## config.mk

```make
export PLATFORM = sky130hd
export DESIGN_NAME = dual_class_age_ordered_fifo_flat
export DESIGN_NICKNAME = d
export VERILOG_FILES = /design/src/dcaof_pkg.sv /design/src/dcaof_req_if.sv /design/src/dcaof_rsp_if.sv /design/src/dual_class_age_ordered_fifo.sv /design/src/flat_wrapper.sv
export SDC_FILE = /design/constraint.sdc
export NUM_CORES = 1
export LEC_CHECK = 0
export BUFFER_PORTS_ARGS = -buffer_cell sky130_fd_sc_hd__buf_2
export CAP_MARGIN = 20
export CORE_MARGIN = 1.5
export CORE_UTILIZATION = 35
export DETAILED_ROUTE_END_ITERATION = 16
export GPL_ROUTABILITY_DRIVEN = 0
export HOLD_SLACK_MARGIN = 0.06
export SLEW_MARGIN = 20
export SYNTH_ARGS = -nofsm -noshare
export SYNTH_HDL_FRONTEND = slang
export SYNTH_SLANG_ARGS = --single-unit
```

## constraint.sdc

```tcl
create_clock -name clk -period 11 [get_ports clk]
set_input_delay 1.65 -clock clk [delete_from_list [all_inputs] [get_ports clk]]
set_output_delay 1.65 -clock clk [all_outputs]
set_load 0.005 [all_outputs]
```

## src/dcaof_pkg.sv

```systemverilog
// ----------------------------------------------------------------------------
// dcaof_pkg: shared types and constants
// Queue sizing, field widths, mode and status codes for the two-class
// age-ordered FIFO.
// ----------------------------------------------------------------------------
`default_nettype none

package dcaof_pkg;

  localparam int QueueDepth = 16;
  localparam int TagBits    = 16;

  localparam int ModeW    = 2;
  localparam int PayloadW = 16;
  localparam int StatusW  = 2;
  localparam int StampW   = 32;
  localparam int IdxW     = (QueueDepth > 1) ? $clog2(QueueDepth) : 1;
  localparam int CountW   = $clog2(QueueDepth + 1);
  localparam int TagW     = (TagBits < PayloadW) ? TagBits : PayloadW;

  typedef logic [IdxW-1:0]   idx_t;
  typedef logic [CountW-1:0] count_t;
  typedef logic [TagW-1:0]   tag_t;
  typedef logic [StampW-1:0] stamp_t;

  typedef enum logic [ModeW-1:0] {
    MODE_ENQ     = 2'd0,
    MODE_DEQ_ANY = 2'd1,
    MODE_DEQ_DOG = 2'd2,
    MODE_DEQ_CAT = 2'd3
  } mode_t;

  typedef enum logic [StatusW-1:0] {
    ST_OK    = 2'd0,
    ST_EMPTY = 2'd1,
    ST_FULL  = 2'd2
  } status_t;

  function automatic idx_t next_idx(input idx_t i);
    if (i == IdxW'(QueueDepth - 1)) begin
      return '0;
    end
    return i + idx_t'(1);
  endfunction

endpackage

`default_nettype wire

```

## src/dcaof_req_if.sv

```systemverilog
// ----------------------------------------------------------------------------
// dcaof_req_if: request channel
// Valid/ready channel carrying one queue operation.
// ----------------------------------------------------------------------------
`default_nettype none

interface dcaof_req_if;
  logic                             valid;
  logic                             ready;
  logic [dcaof_pkg::ModeW-1:0]      mode;
  logic                             kind;
  logic [dcaof_pkg::PayloadW-1:0]   payload;

  modport source (output valid, output mode, output kind, output payload, input ready);
  modport sink   (input valid, input mode, input kind, input payload, output ready);
endinterface

`default_nettype wire

```

## src/dcaof_rsp_if.sv

```systemverilog
// ----------------------------------------------------------------------------
// dcaof_rsp_if: response channel
// Valid/ready channel carrying one operation result.
// ----------------------------------------------------------------------------
`default_nettype none

interface dcaof_rsp_if;
  logic                             valid;
  logic                             ready;
  logic [dcaof_pkg::StatusW-1:0]    status;
  logic [dcaof_pkg::PayloadW-1:0]   out_payload;
  logic                             out_kind;
  logic [dcaof_pkg::StampW-1:0]     out_arrival;

  modport source (output valid, output status, output out_payload, output out_kind,
                  output out_arrival, input ready);
  modport sink   (input valid, input status, input out_payload, input out_kind,
                  input out_arrival, output ready);
endinterface

`default_nettype wire

```

## src/dual_class_age_ordered_fifo.sv

```systemverilog
// ----------------------------------------------------------------------------
// dual_class_age_ordered_fifo: two-class FIFO with oldest-first dequeue
// Cat and dog queues, each entry stamped with a wrapping arrival number;
// dequeue from one class or from the older of the two heads.
// ----------------------------------------------------------------------------
//  channel | dir | handshake    | payload
//  req     | in  | valid/ready  | mode, kind, payload
//  rsp     | out | valid/ready  | status, out_payload, out_kind, out_arrival
//
//  One request per cycle while the result is taken; a request passes the request register, then the result register.
//  Queue state updates as a request moves into the result register.
//  Reset clears pointers, counts and the arrival counter; entry storage is not cleared.
//  A stalled result holds; one more request is buffered behind it, then req.ready drops.
// ----------------------------------------------------------------------------
`default_nettype none

module dual_class_age_ordered_fifo (
  input  wire logic   clk,
  input  wire logic   rst,
  dcaof_req_if.sink   req,
  dcaof_rsp_if.source rsp
);

  // request register
  logic                        s1_valid;
  dcaof_pkg::mode_t            s1_mode;
  logic                        s1_kind;
  dcaof_pkg::tag_t             s1_tag;
  logic                        s1_go;

  // queue state
  dcaof_pkg::tag_t   cat_tags   [dcaof_pkg::QueueDepth];
  dcaof_pkg::stamp_t cat_stamps [dcaof_pkg::QueueDepth];
  dcaof_pkg::tag_t   dog_tags   [dcaof_pkg::QueueDepth];
  dcaof_pkg::stamp_t dog_stamps [dcaof_pkg::QueueDepth];
  dcaof_pkg::idx_t   cat_head, cat_tail, dog_head, dog_tail;
  dcaof_pkg::count_t cat_count, dog_count;
  dcaof_pkg::stamp_t arrival_counter;

  // result register
  logic                        out_valid;
  dcaof_pkg::status_t          out_status;
  logic [dcaof_pkg::PayloadW-1:0] out_payload;
  logic                        out_kind;
  dcaof_pkg::stamp_t           out_arrival;

  // decode
  logic              cat_empty, dog_empty, cat_full, dog_full;
  dcaof_pkg::tag_t   cat_hd_tag, dog_hd_tag;
  dcaof_pkg::stamp_t cat_hd_stamp, dog_hd_stamp, stamp_diff, new_stamp;
  logic              do_push, push_dog, do_pop, pop_dog;
  dcaof_pkg::status_t res_status;
  logic [dcaof_pkg::PayloadW-1:0] res_payload;
  logic              res_kind;
  dcaof_pkg::stamp_t res_arrival;

  assign s1_go     = s1_valid && (!out_valid || rsp.ready);
  assign req.ready = !s1_valid || s1_go;

  always_ff @(posedge clk) begin
    if (rst) begin
      s1_valid <= 1'b0;
    end else if (req.ready) begin
      s1_valid <= req.valid;
    end
  end

  always_ff @(posedge clk) begin
    if (req.valid && req.ready) begin
      s1_mode <= dcaof_pkg::mode_t'(req.mode);
      s1_kind <= req.kind;
      s1_tag  <= req.payload[dcaof_pkg::TagW-1:0];
    end
  end

  assign cat_empty    = (cat_count == '0);
  assign dog_empty    = (dog_count == '0);
  assign cat_full     = (cat_count >= dcaof_pkg::CountW'(dcaof_pkg::QueueDepth));
  assign dog_full     = (dog_count >= dcaof_pkg::CountW'(dcaof_pkg::QueueDepth));
  assign cat_hd_tag   = cat_tags[cat_head];
  assign dog_hd_tag   = dog_tags[dog_head];
  assign cat_hd_stamp = cat_stamps[cat_head];
  assign dog_hd_stamp = dog_stamps[dog_head];
  assign stamp_diff   = dog_hd_stamp - cat_hd_stamp;
  assign new_stamp    = arrival_counter + dcaof_pkg::stamp_t'(1);

  always_comb begin
    do_push = 1'b0;
    push_dog = s1_kind;
    do_pop = 1'b0;
    pop_dog = 1'b0;
    res_status = dcaof_pkg::ST_OK;
    case (s1_mode)
      dcaof_pkg::MODE_ENQ: begin
        if (s1_kind ? dog_full : cat_full) begin
          res_status = dcaof_pkg::ST_FULL;
        end else begin
          do_push = 1'b1;
        end
      end
      dcaof_pkg::MODE_DEQ_ANY: begin
        if (cat_empty && dog_empty) begin
          res_status = dcaof_pkg::ST_EMPTY;
        end else begin
          do_pop = 1'b1;
          pop_dog = cat_empty || (!dog_empty && stamp_diff[dcaof_pkg::StampW-1]);
        end
      end
      dcaof_pkg::MODE_DEQ_DOG: begin
        pop_dog = 1'b1;
        if (dog_empty) begin
          res_status = dcaof_pkg::ST_EMPTY;
        end else begin
          do_pop = 1'b1;
        end
      end
      dcaof_pkg::MODE_DEQ_CAT: begin
        if (cat_empty) begin
          res_status = dcaof_pkg::ST_EMPTY;
        end else begin
          do_pop = 1'b1;
        end
      end
      default: begin
        res_status = dcaof_pkg::ST_EMPTY;
      end
    endcase
  end

  always_comb begin
    res_payload = '0;
    res_kind = 1'b0;
    res_arrival = '0;
    if (do_push) begin
      res_arrival = new_stamp;
    end else if (do_pop) begin
      res_kind = pop_dog;
      res_payload = dcaof_pkg::PayloadW'(pop_dog ? dog_hd_tag : cat_hd_tag);
      res_arrival = pop_dog ? dog_hd_stamp : cat_hd_stamp;
    end
  end

  always_ff @(posedge clk) begin
    if (s1_go && do_push) begin
      if (push_dog) begin
        dog_tags[dog_tail]   <= s1_tag;
        dog_stamps[dog_tail] <= new_stamp;
      end else begin
        cat_tags[cat_tail]   <= s1_tag;
        cat_stamps[cat_tail] <= new_stamp;
      end
    end
  end

  always_ff @(posedge clk) begin
    if (rst) begin
      cat_head <= '0;
      cat_tail <= '0;
      cat_count <= '0;
      dog_head <= '0;
      dog_tail <= '0;
      dog_count <= '0;
      arrival_counter <= '0;
    end else if (s1_go) begin
      if (do_push) begin
        arrival_counter <= new_stamp;
        if (push_dog) begin
          dog_tail <= dcaof_pkg::next_idx(dog_tail);
          dog_count <= dog_count + dcaof_pkg::count_t'(1);
        end else begin
          cat_tail <= dcaof_pkg::next_idx(cat_tail);
          cat_count <= cat_count + dcaof_pkg::count_t'(1);
        end
      end
      if (do_pop) begin
        if (pop_dog) begin
          dog_head <= dcaof_pkg::next_idx(dog_head);
          dog_count <= dog_count - dcaof_pkg::count_t'(1);
        end else begin
          cat_head <= dcaof_pkg::next_idx(cat_head);
          cat_count <= cat_count - dcaof_pkg::count_t'(1);
        end
      end
    end
  end

  always_ff @(posedge clk) begin
    if (rst) begin
      out_valid <= 1'b0;
    end else if (s1_go) begin
      out_valid <= 1'b1;
    end else if (rsp.ready) begin
      out_valid <= 1'b0;
    end
  end

  always_ff @(posedge clk) begin
    if (s1_go) begin
      out_status  <= res_status;
      out_payload <= res_payload;
      out_kind    <= res_kind;
      out_arrival <= res_arrival;
    end
  end

  assign rsp.valid       = out_valid;
  assign rsp.status      = out_status;
  assign rsp.out_payload = out_payload;
  assign rsp.out_kind    = out_kind;
  assign rsp.out_arrival = out_arrival;

endmodule

`default_nettype wire
```

## src/flat_wrapper.sv

```systemverilog
// flat-port wrapper written by rule: the top's interface ports become plain ports
module dual_class_age_ordered_fifo_flat 
  (clk, rst, req_valid, req_mode, req_kind, req_payload, req_ready, rsp_valid, rsp_status, rsp_out_payload, rsp_out_kind, rsp_out_arrival, rsp_ready);
  dcaof_req_if req_i ();
  dcaof_rsp_if rsp_i ();
  input  wire logic clk;
  input  wire logic rst;
  input wire logic [$bits(req_i.valid)-1:0] req_valid;
  input wire logic [$bits(req_i.mode)-1:0] req_mode;
  input wire logic [$bits(req_i.kind)-1:0] req_kind;
  input wire logic [$bits(req_i.payload)-1:0] req_payload;
  output wire logic [$bits(req_i.ready)-1:0] req_ready;
  output wire logic [$bits(rsp_i.valid)-1:0] rsp_valid;
  output wire logic [$bits(rsp_i.status)-1:0] rsp_status;
  output wire logic [$bits(rsp_i.out_payload)-1:0] rsp_out_payload;
  output wire logic [$bits(rsp_i.out_kind)-1:0] rsp_out_kind;
  output wire logic [$bits(rsp_i.out_arrival)-1:0] rsp_out_arrival;
  input wire logic [$bits(rsp_i.ready)-1:0] rsp_ready;
  assign req_i.valid = req_valid;
  assign req_i.mode = req_mode;
  assign req_i.kind = req_kind;
  assign req_i.payload = req_payload;
  assign req_ready = req_i.ready;
  assign rsp_valid = rsp_i.valid;
  assign rsp_status = rsp_i.status;
  assign rsp_out_payload = rsp_i.out_payload;
  assign rsp_out_kind = rsp_i.out_kind;
  assign rsp_out_arrival = rsp_i.out_arrival;
  assign rsp_i.ready = rsp_ready;
  dual_class_age_ordered_fifo u_core (.clk(clk), .rst(rst), .req(req_i), .rsp(rsp_i));
endmodule
```

Word-level counts from Yosys, hierarchy flattened
Memories as Yosys holds them, arrays and structs flattened. A register that Yosys moved wholly into a read port is not among the register bits.
Index checks and enable logic that the tools add are counted.
- bits in registers: 130
- memories kept: 4
- RAM bits: 1536
- bits of input ports: 23
- word-level logic and storage cells: 133
- output and inout port bits: 53
- memories (name ; words ; bits a word ; rd ports ; clocked after memory_dff ; write ports ; line ; text):
    u_core.cat_stamps ; 16 ; 32 ; 1 ; 1 ; 1 ; dual_class_age_ordered_fifo.sv:33 ; dcaof_pkg::stamp_t cat_stamps [dcaof_pkg::QueueDepth];
    u_core.dog_stamps ; 16 ; 32 ; 1 ; 1 ; 1 ; dual_class_age_ordered_fifo.sv:35 ; dcaof_pkg::stamp_t dog_stamps [dcaof_pkg::QueueDepth];
    u_core.cat_tags ; 16 ; 16 ; 1 ; 1 ; 1 ; dual_class_age_ordered_fifo.sv:32 ; dcaof_pkg::tag_t cat_tags [dcaof_pkg::QueueDepth];
    u_core.dog_tags ; 16 ; 16 ; 1 ; 1 ; 1 ; dual_class_age_ordered_fifo.sv:34 ; dcaof_pkg::tag_t dog_tags [dcaof_pkg::QueueDepth];
- bitwise operators: 3
- add/subtract/negate cells: 10
- $lt $le $gt $ge: 2
- muxes and demuxes: 70
- reduce and logical (&&, ||, !) cells: 21
- eq/ne operators: 7
- operators with widths (kind ; count):
    32-bit 2-to-1 mux ; 3
    4-bit 2-to-1 mux ; 16
    5-bit 2-to-1 mux ; 8
    1-bit 2-to-1 mux ; 38
    32-bit by 1-bit adder with 32-bit output (second input constant) ; 1
    32-bit subtractor ; 1
    4-bit by 1-bit adder with 4-bit output (second input constant) ; 4
    4-bit == test (second input constant) ; 4
    16-bit 2-to-1 mux ; 1
    3-bit AND reduction ; 4
    5-bit by 1-bit adder with 5-bit output (second input constant) ; 2
    5-bit greater-or-equal comparator (second input constant) ; 2
    5-bit logical NOT ; 2
    5-bit by 1-bit subtractor with 5-bit output (second input constant) ; 2
    2-bit case mux with 4 select lines ; 1
    1-bit logical AND ; 5
    2-bit == test (second input constant) ; 2
    1-bit logical NOT ; 3
    1-bit logical OR ; 3
    1-bit inverter ; 3
    1-bit case mux with 3 select lines ; 1
    2-bit by 1-bit == test with 1-bit output (second input constant) ; 1
    2-bit logical NOT ; 1
    2-bit 2-to-1 mux ; 1
    4 further kinds ; 4

Longest topological paths before layout
- word-level depth: 13
- gate-level depth with buffers: 18
- depth with buffers taken out: 12

Least setup slack after synthesis
Ideal clock, no wire load.
- path type: input port to flip-flop
- from: in rsp_ready
- to: mem u_core.cat_stamps[3][0] (netlist bit) (enable)
- cell stages on the path: 8
- setup time: 0.513 ns
- setup slack: 3.769 ns
- arrival: 6.718 ns
- path buffers: 2
- data required time: 10.487 ns
- cells stage by stage: nor2b_1 nand2b_1 clkbuf_1 clkinv_1 and2_1 clkbuf_1 nand2_1 nor3_1
- longest elaborated chain between the ends: 5
- RTL lines (element ; line ; text):
    from (decl) ; flat_wrapper.sv:18 ; input wire logic [$bits(rsp_i.ready)-1:0] rsp_ready;
    1-bit logical OR ; dual_class_age_ordered_fifo.sv:57 ; assign s1_go = s1_valid && (!out_valid || rsp.ready);
    1-bit logical AND ; dual_class_age_ordered_fifo.sv:57 ;
    named net u_core.s1_go ; dual_class_age_ordered_fifo.sv:29 ; logic s1_go;
    1-bit logical AND ; dual_class_age_ordered_fifo.sv:144 ; if (s1_go && do_push) begin
    1-bit 2-to-1 mux ; dual_class_age_ordered_fifo.sv:144 ;
    1-bit 2-to-1 mux (not written as such) ; dual_class_age_ordered_fifo.sv:150 ; cat_stamps[cat_tail] <= new_stamp;
    to (decl) ; dual_class_age_ordered_fifo.sv:33 ;
The timed path passes the listed nets, and every way through them passes these cells.

==> impl_metrics.json <==
{
  "hold_violations": 0,
  "dp_hpwl_um": 88400,
  "ys_seq_area_share_pct": 76.0,
  "holdCritStartpoint": "u_core.arrival_counter[1]$_SDFFE_PP0P_",
  "postCtsHoldBufs": 0,
  "drive_above_1_share_pct": 29.5,
  "clockBufferDepth": 3,
  "syn_inst": 2968,
  "yosys.area_share.adder_pct": 0.940,
  "vdd_drop_max_mv": 0.132,
  "worstPathRequired_ps": 11530,
  "ctsResizeCount": 0,
  "grt-ovfl-total": 0,
  "rsz0062_at_grt": "no",
  "drt_iter0_drc": 3536,
  "dr_wl_met2_um": 82600,
  "yosysMostFrequentCell": "edfxtp_1",
  "place_area_um2": 69500,
  "dp.cells": 5473,
  "routed-via-count": 31200,
  "end_kind": "register",
  "ys_ff_latch": 1674,
  "setup_violations": 0,
  "yosysTopAreaCellShare_pct": 73.9,
  "final_antenna_net_count": 0,
  "netlist_top_cells_count": "edfxtp_1 (1606), mux4_2 (478), nor2_1 (104)",
  "yosysWarnings": 0,
  "synth_top_family_by_area": "multiplexers",
  "die_area_um2": 189000,
  "drc_errors": 0,
  "leakage_nw": 24.0,
  "die_w_um": 435,
  "routedWlPerCell_um": 28.6,
  "fin_cells": 5781,
  "critical_path.max_fanout": 34,
  "finalWirelength_um": 165000,
  "p_per_area_nw_per_um2": 170,
  "num-nets-final": 3230,
  "wl_met3_um": 9980,
  "layout_worst_path_cycle_share_pct": 56.0,
  "hold_path.class": "register to register",
  "post_cts_buffers": 0,
  "status": "finished clean",
  "syn-num-nets": 3040,
  "path_class": "register to register",
  "tightest_slew_ps": 1150,
  "grt_max_degree": 95,
  "muxShareOfSynthArea_pct": 17.1,
  "cp-start-kind": "register",
  "synth-simple-area-share_pct": 2.58,
  "finalCriticalPeriod_ps": 6160,
  "synth_top_cell_by_area": "edfxtp_1",
  "coreArea_um2": 185000,
  "maxCapViolations": 0,
  "antenna_found_initial": 2,
  "grt_pass1_wl_um": 235000,
  "grt_pass1_vias": 31600,
  "fillers": 16100,
  "synth_compound_area_share_pct": 1.38,
  "cts_buffers": 163,
  "io_pins": 76,
  "insertion_delay_ps": 810,
  "cts_tree": "done",
  "clock.fmax_mhz": 162,
  "start_util_pct": 35.2,
  "slew_headroom_pct": 23.4,
  "final_cell_area_um2": 74900,
  "met1_length_um": 68000,
  "die_height_um": 435,
  "postSynth.asyncResetShare_pct": 0,
  "h-tree-depth": 4,
  "synthTopCellsByArea": "edfxtp_1 (74%), mux4_2 (16%), dfxtp_1 (2.1%)",
  "fin_setup_tns_ps": 0,
  "dr.pass1.iters": 5,
  "gr-usage-all-layers_pct": 17.3,
  "area_growth_pct": 14.8,
  "port_buffers": 75,
  "clk_pin_slew_ps": 60,
  "synth_xor_area_share_pct": 0.817,
  "synth-edff-count": 1606,
  "syn_area_um2": 65200,
  "avgSynthCellArea_um2": 22.0,
  "skew_ps": 44.1,
  "cts_sinks": 1674,
  "via_per_inst": 5.39,
  "top_layer": "met5",
  "root_buffer": "clkbuf_16",
  "ys_types": 67,
  "num_rows": 158,
  "synthFlopType": "edfxtp_1",
  "slew_viol_final": 0,
  "critPathArrivalTime_ps": 6690
}
-- path summary, 6_finish.rpt --
check        cells after the start                                       end  slack (ps)
max                             12  u_core.rsp.out_payload[11]$_SDFFCE_PP0P_        4840
min                              2    u_core.arrival_counter[1]$_SDFFE_PP0P_         510
max reg2reg                     12  u_core.rsp.out_payload[11]$_SDFFCE_PP0P_        4840
min reg2reg                      2    u_core.arrival_counter[1]$_SDFFE_PP0P_         510
-- power breakdown --
part	internal (W)	switching, W
sequential	0.00694	0.0000437
combinational	0.0000612	0.000118
clock	0.00316	0.00243
-- kinds of logic (layout without fill, tap and decap cells) --
logic type      Yosys count  count (layout)
compound gates          129             129
xor+xnor                 60              60
other cells               0               3
buf+inv                 195             525
flops                  1674            1674
simple gates            346             346
fa+ha+maj                49              49
mux                     515             515
-- placed cells by master, fill, tap and decap left out, drive strengths merged, types with 39 or more instances in the layout --
cell    netlist  routed
a21oi        39      39
buf          60     175
clkbuf       90     214
clkinv        1      70
dfxtp        68      68
edfxtp     1606    1606
ha           49      49
inv          44      50
mux4        478     478
nand2        65      65
nand3        70      70
nor2        104     104
xor2         40      40
-- layout make-up --
cell class,instances,area (µm²),share of cell area [%]
Multi-Input combinational cell,1099,15400,20.6
Antenna cell,3,7.51,0.0100
Clock buffer,214,4350,5.81
Inverter,45,170,0.227
Sequential cell,1674,49600,66.3
Timing Repair Buffer,175,1180,1.58
Tap cell,2480,3100,4.14
Clock inverter,91,1030,1.37
-- per-layer routing --
layer,global-route usage (%),up-vias
met4,5.72,2
met5,0,-
met3,2.54,227
li1,-,12900
met2,28.9,1115
met1,23.3,17000
-- flip-flops by register name, indices dropped and copies added (netlist names), 2 cells and up, named ones only --
name and count:
u_core.cat_stamps 512, u_core.dog_stamps 512, u_core.cat_tags 256, u_core.dog_tags 256, u_core.arrival_counter 32, u_core.rsp.out_arrival 32, u_core.rsp.out_payload 16, u_core.s1_tag 16
u_core.cat_count 5, u_core.dog_count 5, u_core.cat_head 4, u_core.cat_tail 4, u_core.dog_head 4, u_core.dog_tail 4, u_core.rsp.status 2, u_core.s1_mode 2
-- through the flow --
stage                     util, %  setup slack (ps)  total power (W)  hold slack (ps)
after floorplan                 -              3770          0.00721              466
after global placement       37.5              4910          0.00729              488
after detailed placement     37.5              4790          0.00730              496
after CTS                    40.4              4760           0.0128              505
after global routing         40.4              4440           0.0131              538
final                        40.4              4840           0.0127              513
-- critical path, cell delays in order, from the launching register on --
cell	delay, ps
dfxtp_4	770
buf_4	670
mux4_2	590
mux4_2	570
ha_1	330
nand4_1	240
inv_1	70
a221oi_1	440
o21ai_0	380
nor4b_4	600
or3_2	730
mux2i_1	310
nor2_1	60
Note: power is estimated with default switching activity, not from simulation.
